### config.mk
export PLATFORM = sky130hd
export DESIGN_NAME = audio_sample_format_packer_core
export DESIGN_NICKNAME = d
export VERILOG_FILES = /design/src/rtl/asfp_pkg.sv /design/src/rtl/asfp_scaler.sv /design/src/rtl/audio_sample_format_packer_core.sv
export SDC_FILE = /design/constraint.sdc
export NUM_CORES = 2
export LEC_CHECK = 0
export BUFFER_PORTS_ARGS = -buffer_cell sky130_fd_sc_hd__buf_4
export CORE_MARGIN = 1
export CORE_UTILIZATION = 24
export DETAILED_ROUTE_END_ITERATION = 10
export GPL_ROUTABILITY_DRIVEN = 0
export HOLD_SLACK_MARGIN = 0.06
export SETUP_SLACK_MARGIN = 0.15
export SLEW_MARGIN = 30
export SYNTH_ARGS = -nofsm -noshare
export SYNTH_HDL_FRONTEND = slang
export SYNTH_SLANG_ARGS = --single-unit
export TNS_END_PERCENT = 30
### constraint.sdc
create_clock -name clk -period 11.89 [get_ports clk]
set_clock_uncertainty 0.1 [all_clocks]
set_input_delay 1.189 -clock clk [delete_from_list [all_inputs] [get_ports clk]]
set_output_delay 1.189 -clock clk [all_outputs]
set_load 0.02 [all_outputs]
### src/rtl/asfp_pkg.sv
// Shared types, format codes and helper functions of the sample format packer.
package asfp_pkg;

	localparam int FMT_W        = 5;
	localparam int CHANNELS_DEF = 2;

	typedef enum logic [FMT_W-1:0] {
		FMT_I16_MSB      = 5'd0,
		FMT_I24_MSB      = 5'd1,
		FMT_I32_MSB      = 5'd2,
		FMT_F32_MSB      = 5'd3,
		FMT_F64_MSB      = 5'd4,
		FMT_I32_MSB16    = 5'd5,
		FMT_I32_MSB18    = 5'd6,
		FMT_I32_MSB20    = 5'd7,
		FMT_I32_MSB24    = 5'd8,
		FMT_I16_LSB      = 5'd9,
		FMT_I24_LSB      = 5'd10,
		FMT_I32_LSB      = 5'd11,
		FMT_F32_LSB      = 5'd12,
		FMT_F64_LSB      = 5'd13,
		FMT_I32_LSB16    = 5'd14,
		FMT_I32_LSB18    = 5'd15,
		FMT_I32_LSB20    = 5'd16,
		FMT_I32_LSB24    = 5'd17,
		FMT_UNSUPPORTED  = 5'd18
	} fmt_t;

	localparam logic [FMT_W-1:0] FMT_RESET = FMT_F32_LSB;

	typedef enum logic [2:0] {
		SC16, SC18, SC20, SC24, SC32
	} scale_t;

	typedef struct packed {
		logic        channel;
		logic [31:0] sample_bits;
		logic        last_of_frame;
	} in_t;

	typedef struct packed {
		logic [63:0] packed_word;
		logic [3:0]  byte_count;
		logic        end_of_frame;
	} out_t;

	function automatic scale_t fmt_scale(input fmt_t f);
		scale_t s;
		case (f)
			FMT_I16_MSB, FMT_I32_MSB16, FMT_I16_LSB, FMT_I32_LSB16: s = SC16;
			FMT_I32_MSB18, FMT_I32_LSB18:                          s = SC18;
			FMT_I32_MSB20, FMT_I32_LSB20:                          s = SC20;
			FMT_I24_MSB, FMT_I32_MSB24, FMT_I24_LSB, FMT_I32_LSB24: s = SC24;
			default:                                               s = SC32;
		endcase
		return s;
	endfunction

	// Full scale as a normalised 24-bit significand
	function automatic logic [23:0] scale_mant(input scale_t s);
		logic [23:0] r;
		case (s)
			SC16:    r = 24'hFFFE00;
			SC18:    r = 24'hFFFF80;
			SC20:    r = 24'hFFFFE0;
			SC24:    r = 24'hFFFFFE;
			default: r = 24'h800000;
		endcase
		return r;
	endfunction

	// 150 minus the binary exponent of the full-scale significand
	function automatic logic [7:0] scale_base(input scale_t s);
		logic [7:0] r;
		case (s)
			SC16:    r = 8'd159;
			SC18:    r = 8'd157;
			SC20:    r = 8'd155;
			SC24:    r = 8'd151;
			default: r = 8'd142;
		endcase
		return r;
	endfunction

	function automatic logic [15:0] bswap16(input logic [15:0] v);
		return {v[7:0], v[15:8]};
	endfunction

	function automatic logic [31:0] bswap32(input logic [31:0] v);
		return {v[7:0], v[15:8], v[23:16], v[31:24]};
	endfunction

	function automatic logic [63:0] bswap64(input logic [63:0] v);
		return {v[7:0], v[15:8], v[23:16], v[31:24],
			v[39:32], v[47:40], v[55:48], v[63:56]};
	endfunction

endpackage

### src/rtl/asfp_scaler.sv
// Three-stage float to integer scaler: clamp and multiply, round, shift and saturate.
module asfp_scaler (
	input  logic                clk,
	input  logic                arst_n,
	input  logic [31:0]         bits,
	input  asfp_pkg::scale_t    scale,
	output logic [31:0]         value
);
	import asfp_pkg::*;

	logic              sgn_c;
	logic [7:0]        e_c;
	logic [22:0]       m_c;
	logic              nan_c;
	logic              big_c;
	logic              zero_c;
	logic [23:0]       mant_c;
	logic [7:0]        ex_c;
	logic [47:0]       prod_c;

	logic [47:0]       prod_s2;
	logic [7:0]        ex_s2;
	logic              sgn_s2;
	logic              zero_s2;
	scale_t            scale_s2;

	logic              lead_c;
	logic [23:0]       mt_c;
	logic              guard_c;
	logic              sticky_c;
	logic [24:0]       r_c;
	logic signed [9:0] sh_c;

	logic [24:0]       r_s3;
	logic signed [9:0] sh_s3;
	logic              sgn_s3;
	logic              zero_s3;

	logic [32:0]       mag_c;
	logic [9:0]        lsh_c;
	logic [31:0]       val_c;

	// clamp to [-1,1]; NaN, zero and subnormals give zero
	always_comb begin
		sgn_c  = bits[31];
		e_c    = bits[30:23];
		m_c    = bits[22:0];
		nan_c  = (e_c == 8'hFF) && (m_c != 23'd0);
		big_c  = (e_c > 8'd127) || ((e_c == 8'd127) && (m_c != 23'd0));
		zero_c = nan_c || (e_c == 8'd0);
		if (big_c) begin
			mant_c = 24'h800000;
			ex_c   = 8'd127;
		end else begin
			mant_c = {1'b1, m_c};
			ex_c   = e_c;
		end
		prod_c = {24'b0, mant_c} * {24'b0, scale_mant(scale)};
	end

	always_ff @(posedge clk) begin
		prod_s2  <= prod_c;
		ex_s2    <= ex_c;
		sgn_s2   <= sgn_c;
		zero_s2  <= zero_c;
		scale_s2 <= scale;
	end

	// round the product to 24 significant bits, nearest even
	always_comb begin
		lead_c   = prod_s2[47];
		mt_c     = lead_c ? prod_s2[47:24] : prod_s2[46:23];
		guard_c  = lead_c ? prod_s2[23] : prod_s2[22];
		sticky_c = lead_c ? (|prod_s2[22:0]) : (|prod_s2[21:0]);
		r_c      = {1'b0, mt_c} + {24'b0, guard_c & (sticky_c | mt_c[0])};
		sh_c     = $signed({2'b0, scale_base(scale_s2)}) - $signed({2'b0, ex_s2})
			- (lead_c ? 10'sd24 : 10'sd23);
	end

	always_ff @(posedge clk) begin
		r_s3    <= r_c;
		sh_s3   <= sh_c;
		sgn_s3  <= sgn_s2;
		zero_s3 <= zero_s2;
	end

	// truncate toward zero, then apply the sign; positive full scale saturates
	always_comb begin
		lsh_c = 10'(-sh_s3);
		if (zero_s3) begin
			mag_c = 33'd0;
		end else if (sh_s3 > 10'sd0) begin
			if (sh_s3 >= 10'sd25) begin
				mag_c = 33'd0;
			end else begin
				mag_c = {8'b0, r_s3} >> sh_s3[4:0];
			end
		end else begin
			mag_c = {8'b0, r_s3} << lsh_c[3:0];
		end
		if (sgn_s3) begin
			val_c = 32'd0 - mag_c[31:0];
		end else if (mag_c[32] || mag_c[31]) begin
			val_c = 32'h7FFFFFFF;
		end else begin
			val_c = mag_c[31:0];
		end
	end

	always_ff @(posedge clk or negedge arst_n) begin
		if (!arst_n) begin
			value <= 32'd0;
		end else begin
			value <= val_c;
		end
	end

endmodule

### src/rtl/audio_sample_format_packer_core.sv
// Top level of the sample format packer: format registers, pipeline and byte packing.
//
//  port group      dir  transfer when         payload
//  start/busy      in   start && !busy        sample_in (channel, sample_bits, last_of_frame)
//  done            out  every cycle done=1    result (packed_word, byte_count, end_of_frame)
//  cfg_we          in   cfg_we                cfg_index, cfg_data (format of one channel)
//
// One sample per clock; busy stays low. An accepted sample shows on result with
// done high once it has passed the whole pipeline. The depth is set by the scaler:
// one stage for the clamp and 24x24 multiply, one for rounding, one for the
// truncating shift, plus the input and output registers.
// Reset clears the valid bits and sets every channel to little-endian float32.
// The receiver cannot stall, so the pipeline advances every cycle.
module audio_sample_format_packer_core #(
	parameter int CHANNELS = asfp_pkg::CHANNELS_DEF,
	parameter int IDX_W    = (CHANNELS > 1) ? $clog2(CHANNELS) : 1
) (
	input  logic                        clk,
	input  logic                        arst_n,
	input  logic                        start,
	output logic                        busy,
	input  asfp_pkg::in_t               sample_in,
	output logic                        done,
	output asfp_pkg::out_t              result,
	input  logic                        cfg_we,
	input  logic [IDX_W-1:0]            cfg_index,
	input  logic [asfp_pkg::FMT_W-1:0]  cfg_data
);
	import asfp_pkg::*;

	logic [FMT_W-1:0] fmt_q [CHANNELS];

	fmt_t             fmt_c;
	logic             take_c;

	logic             vld_s1, vld_s2, vld_s3, vld_s4;
	fmt_t             fmt_s1, fmt_s2, fmt_s3, fmt_s4;
	logic [31:0]      bits_s1, bits_s2, bits_s3, bits_s4;
	logic             eof_s1, eof_s2, eof_s3, eof_s4;
	logic [4:0]       k_c;
	logic [4:0]       k_s2;
	logic [63:0]      dbl_c;
	logic [63:0]      dbl_s3, dbl_s4;
	logic [31:0]      v_s4;
	logic [22:0]      mn_c;

	logic             done_q;
	out_t             result_q;
	out_t             pack_c;

	assign busy   = 1'b0;
	assign take_c = start && !busy;
	assign done   = done_q;
	assign result = result_q;

	// format registers, one per channel; writes beyond the channels drop
	always_ff @(posedge clk or negedge arst_n) begin
		if (!arst_n) begin
			for (int i = 0; i < CHANNELS; i++) begin
				fmt_q[i] <= FMT_RESET;
			end
		end else if (cfg_we && (int'(cfg_index) < CHANNELS)) begin
			fmt_q[cfg_index] <= cfg_data;
		end
	end

	// pick the channel's format; unknown codes and absent channels are unsupported
	always_comb begin
		fmt_c = FMT_UNSUPPORTED;
		if (int'(sample_in.channel) < CHANNELS) begin
			if (fmt_q[IDX_W'(sample_in.channel)] < FMT_UNSUPPORTED) begin
				fmt_c = fmt_t'(fmt_q[IDX_W'(sample_in.channel)]);
			end
		end
	end

	// valid bits travel with the data
	always_ff @(posedge clk or negedge arst_n) begin
		if (!arst_n) begin
			vld_s1 <= 1'b0;
			vld_s2 <= 1'b0;
			vld_s3 <= 1'b0;
			vld_s4 <= 1'b0;
			done_q <= 1'b0;
		end else begin
			vld_s1 <= take_c;
			vld_s2 <= vld_s1;
			vld_s3 <= vld_s2;
			vld_s4 <= vld_s3;
			done_q <= vld_s4;
		end
	end

	always_ff @(posedge clk) begin
		fmt_s1  <= fmt_c;
		bits_s1 <= sample_in.sample_bits;
		eof_s1  <= sample_in.last_of_frame;
		fmt_s2  <= fmt_s1;
		bits_s2 <= bits_s1;
		eof_s2  <= eof_s1;
		fmt_s3  <= fmt_s2;
		bits_s3 <= bits_s2;
		eof_s3  <= eof_s2;
		fmt_s4  <= fmt_s3;
		bits_s4 <= bits_s3;
		eof_s4  <= eof_s3;
	end

	asfp_scaler u_scaler (
		.clk    (clk),
		.arst_n (arst_n),
		.bits   (bits_s1),
		.scale  (fmt_scale(fmt_s1)),
		.value  (v_s4)
	);

	// widening to double: count the shift that normalises a subnormal
	always_comb begin
		k_c = 5'd0;
		for (int i = 0; i < 23; i++) begin
			if (bits_s1[i]) begin
				k_c = 5'(23 - i);
			end
		end
	end

	always_ff @(posedge clk) begin
		k_s2 <= k_c;
	end

	always_comb begin
		mn_c = bits_s2[22:0] << k_s2;
		if (bits_s2[30:23] == 8'hFF) begin
			dbl_c = {bits_s2[31], 11'h7FF,
				bits_s2[22:0] | ((bits_s2[22:0] != 23'd0) ? 23'h400000 : 23'd0), 29'b0};
		end else if (bits_s2[30:23] == 8'd0) begin
			if (bits_s2[22:0] == 23'd0) begin
				dbl_c = {bits_s2[31], 63'b0};
			end else begin
				dbl_c = {bits_s2[31], 11'd897 - {6'b0, k_s2}, mn_c, 29'b0};
			end
		end else begin
			dbl_c = {bits_s2[31], {3'b0, bits_s2[30:23]} + 11'd896, bits_s2[22:0], 29'b0};
		end
	end

	always_ff @(posedge clk) begin
		dbl_s3 <= dbl_c;
		dbl_s4 <= dbl_s3;
	end

	// lay the bytes out in memory order, first byte in the low bits
	always_comb begin
		pack_c.end_of_frame = eof_s4;
		case (fmt_s4)
			FMT_I16_MSB: begin
				pack_c.packed_word = {48'b0, bswap16(v_s4[15:0])};
				pack_c.byte_count  = 4'd2;
			end
			FMT_I24_MSB: begin
				pack_c.packed_word = {40'b0, v_s4[7:0], v_s4[15:8], v_s4[23:16]};
				pack_c.byte_count  = 4'd3;
			end
			FMT_I32_MSB: begin
				pack_c.packed_word = {32'b0, bswap32(v_s4)};
				pack_c.byte_count  = 4'd4;
			end
			FMT_F32_MSB: begin
				pack_c.packed_word = {32'b0, bswap32(bits_s4)};
				pack_c.byte_count  = 4'd4;
			end
			FMT_F64_MSB: begin
				pack_c.packed_word = bswap64(dbl_s4);
				pack_c.byte_count  = 4'd8;
			end
			FMT_I32_MSB16: begin
				pack_c.packed_word = {32'b0, bswap32({v_s4[15:0], 16'b0})};
				pack_c.byte_count  = 4'd4;
			end
			FMT_I32_MSB18: begin
				pack_c.packed_word = {32'b0, bswap32({v_s4[17:0], 14'b0})};
				pack_c.byte_count  = 4'd4;
			end
			FMT_I32_MSB20: begin
				pack_c.packed_word = {32'b0, bswap32({v_s4[19:0], 12'b0})};
				pack_c.byte_count  = 4'd4;
			end
			FMT_I32_MSB24: begin
				pack_c.packed_word = {32'b0, bswap32({v_s4[23:0], 8'b0})};
				pack_c.byte_count  = 4'd4;
			end
			FMT_I16_LSB: begin
				pack_c.packed_word = {48'b0, v_s4[15:0]};
				pack_c.byte_count  = 4'd2;
			end
			FMT_I24_LSB: begin
				pack_c.packed_word = {40'b0, v_s4[23:0]};
				pack_c.byte_count  = 4'd3;
			end
			FMT_I32_LSB: begin
				pack_c.packed_word = {32'b0, v_s4};
				pack_c.byte_count  = 4'd4;
			end
			FMT_F32_LSB: begin
				pack_c.packed_word = {32'b0, bits_s4};
				pack_c.byte_count  = 4'd4;
			end
			FMT_F64_LSB: begin
				pack_c.packed_word = dbl_s4;
				pack_c.byte_count  = 4'd8;
			end
			FMT_I32_LSB16: begin
				pack_c.packed_word = {48'b0, v_s4[15:0]};
				pack_c.byte_count  = 4'd4;
			end
			FMT_I32_LSB18: begin
				pack_c.packed_word = {46'b0, v_s4[17:0]};
				pack_c.byte_count  = 4'd4;
			end
			FMT_I32_LSB20: begin
				pack_c.packed_word = {44'b0, v_s4[19:0]};
				pack_c.byte_count  = 4'd4;
			end
			FMT_I32_LSB24: begin
				pack_c.packed_word = {40'b0, v_s4[23:0]};
				pack_c.byte_count  = 4'd4;
			end
			default: begin
				pack_c.packed_word = 64'd0;
				pack_c.byte_count  = 4'd0;
			end
		endcase
	end

	// register the finished result
	always_ff @(posedge clk) begin
		result_q <= pack_c;
	end

	// every transfer in yields exactly one result
	a_result_follows: assert property (@(posedge clk) disable iff (!arst_n)
		(start && !busy) |-> ##5 done)
		else $error("accepted sample produced no result");

	a_no_spurious: assert property (@(posedge clk) disable iff (!arst_n)
		!(start && !busy) |-> ##5 !done)
		else $error("result without an accepted sample");

	a_unsup_zero: assert property (@(posedge clk) disable iff (!arst_n)
		(done && (result.byte_count == 4'd0)) |-> (result.packed_word == 64'd0))
		else $error("unsupported format carries data");

	a_count_legal: assert property (@(posedge clk) disable iff (!arst_n)
		done |-> ((result.byte_count == 4'd0) || (result.byte_count == 4'd2) ||
			(result.byte_count == 4'd3) || (result.byte_count == 4'd4) ||
			(result.byte_count == 4'd8)))
		else $error("illegal byte count");

endmodule
==> out/results.ini <==
[setup_path]
max_stage_delay_ns=0.74
regToRegStartpoint=bits_s1[13]
start_kind=flip-flop
worst_path_max_delay_cell=and3_1
crit_cells=33
regToRegSetupSlack_ns=1.70
cp.required_ns=12.29
r2r-end=u_scaler.prod_s2[47]
cp_data_arrival_time_ns=10.60
rr_worst_depth=33
criticalPathCategory=flip-flop to flip-flop
critical_path.startpoint=bits_s1[13]
crit_family=adder cells
path_max_fanout=38
path_buf_inv=8
endpoint_kind=flip-flop
path_common_cell=fa_1
critPathCapture=u_scaler.prod_s2[47]

[drt]
drc=0
vias_per_cell=4.694
first_pass_iters=9
postRouteAntennaNets=0
wl_per_cell_um=18.75
wirelength_um=98670
vias=24705
drtIter0Drc=2458

[finish]
final_common_cell=inv_1
mostFrequentLayoutCells=inv_1, fa_1, dfxtp_1
drive_gt1_share_pct=10.06
multi_input_area_um2=21690
num-fill-cells=14458
n_antenna_cell=0
regArea_um2=8977
area.growth.synth_to_final_pct=12.83
nets=4065

[timing]
relSlewSlack_pct=30.73
worstMarginPinSlew_ns=1.031
layout_min_cycle_time_ns=10.19
rsz0062_at_grt=false
timing.final.crit_share_pct=85.74
drv_slew=0
setup_violations=0
fin_setup_tns_ns=0
hold_viol_final=0
max_freq_ghz=0.09809

[clock_network]
cts-hold-fix-buffers=0
cts_sinks=436
postCtsResizedCells=0
htree_levels=2
tritoncts=built
clk_latency_ns=0.62
numCtsBuffers=47
clk_pin_slew_ns=0.07
postCtsSetupRepairBufs=0
root_buffer=clkbuf_16
cts_max_path_buffers=3

[global_routing]
grt_max_degree=66
grt_pass1_vias=24798
grt_antenna_before_repair=1
grt_overflow=0
grt_pass1_wl_um=152200
grt_usage_pct=13.86

[synthesis]
synth-async-reset-ratio_pct=10.78
synthSimpleGateAreaFrac_pct=12.08
synth_flop_cell=dfxtp_1
yosysSeqAreaShare_pct=26.81
synth.avg_cell_area_um2=9.870
synth_mux_area_share_pct=7.702
ys_warn_count=0
synth_cells=3389
synth_seq_cells=436
synth.distinct_cells=91
synth_fa_ha_area_share_pct=31.00
netlist_area_um2=33450
synthXorXnorAreaFrac_pct=3.273
synth-edff-count=0
synth-compound-area-share_pct=10.60
synth_top_family_by_area=adder cells

[floorplanning]
core_area_um2=137800
die_y_um=375.3
die_w_um=375.3
die_area_um2=140900
start_util_pct=24.27
rows=136
io-pin-count=115

[place]
hpwl_um=80300
io_buffers=113

[hold_path]
min_path_type=flip-flop to flip-flop

[flow_run]
maxCapViolations=0

[status]
status=complete, no violations

==> logic make-up after synthesis <==
family | Yosys count
buf+inv | 720
fa+ha+maj | 590
mux | 196
other cells | 1
xor+xnor | 125
simple gates | 787
compound gates | 534
flops | 436
==> layout make-up <==
cell class / count / area share (%)
multi-input cells: 2234 / 57.46
flip-flops and latches: 436 / 23.79
well taps: 1794 / 5.947
inverters: 573 / 5.699
clock buffers: 62 / 3.425
repair buffers: 139 / 2.765
clock inverters: 25 / 0.9216
==> worst reg2reg max path: cells and delay by family (launching register included) <==
family                     cells  cell delay [ns]
AOI/OAI and AO/OA              6             1.83
xor gates and xnor gates       1             0.10
adders and majority gates      8             3.81
buffers and inverters          8             0.87
DFF                            1             0.41
and+or+nand+nor               10             2.98
==> cells in the mapped netlist (24+ instances only) <==
cell | instances | area share, %
nor2_1 | 142 | 1.6
clkbuf_1 | 100 | 1.1
dfrtp_1 | 43 | 3.2
fa_1 | 398 | 24
and3_1 | 50 | 0.94
nor2b_1 | 42 | 0.79
a211oi_1 | 26 | 0.58
xnor2_1 | 70 | 1.8
nand3_1 | 69 | 1.0
dfxtp_1 | 389 | 23
mux2i_1 | 107 | 3.2
mux2_2 | 47 | 1.6
nor3_1 | 48 | 0.72
nand2b_1 | 25 | 0.47
xor2_1 | 55 | 1.4
inv_1 | 569 | 6.4
o21ai_0 | 97 | 1.5
mux4_2 | 30 | 2.0
a21oi_1 | 159 | 2.4
and2_1 | 85 | 1.6
nand2_1 | 211 | 2.4
nor4_1 | 24 | 0.45
ha_1 | 192 | 7.2
==> worst min-delay path by stage <==
stage / from / to / slack, ns / cells after the start
after floorplan: bits_s1[31] / bits_s2[31] / 0.21 / 0
after global placement: bits_s3[21] / bits_s4[21] / 0.21 / 0
after detailed placement: bits_s3[12] / bits_s4[12] / 0.21 / 0
after CTS: bits_s3[5] / bits_s4[5] / 0.20 / 0
after global routing: bits_s3[5] / bits_s4[5] / 0.20 / 0
final: bits_s3[27] / bits_s4[27] / 0.21 / 0
==> sequential cells by signal, summed over array words and instances, names as in the netlist, 3 cells and up <==
signal             flops
bits_s1               32
bits_s2               32
bits_s3               31
bits_s4               31
dbl_s3                34
dbl_s4                34
fmt_q                 10
fmt_s1                 5
fmt_s2                 5
fmt_s3                 5
fmt_s4                 5
k_s2                   5
result                68
u_scaler.ex_s2         8
u_scaler.prod_s2      47
u_scaler.r_s3         25
u_scaler.scale         3
u_scaler.scale_s2      3
u_scaler.sh_s3        10
u_scaler.value        32
==> metal layers <==
metal	global-route usage (%)	up-vias	routed length [um]
met5	0	-	13
met4	3.365	2	2196
met3	3.001	136	8197
met2	21.86	1044	44630
met1	19.18	12189	43630
li1	-	11334	-
==> through the flow <==
| stage | util (%) | instance area (um^2) | setup slack [ns] | cells | hold slack [ns] |
|---|---|---|---|---|---|
| 2_1_floorplan | - | 33450 | 3.233 | 3390 | 0.2096 |
| 3_3_place_gp | 26.19 | 36100 | 1.946 | 5176 | 0.2114 |
| 3_5_place_dp | 26.19 | 36100 | 1.841 | 5176 | 0.2121 |
| 4_1_cts | 27.38 | 37740 | 1.825 | 5263 | 0.1971 |
| 5_1_grt | 27.38 | 37740 | 1.200 | 5263 | 0.2044 |
| 6_report | 27.38 | 37740 | 1.695 | 5263 | 0.2099 |
Power is left out: the tool's default activity adds up to more than one toggle a clock period on the data nets, which glitch-free logic cannot reach.
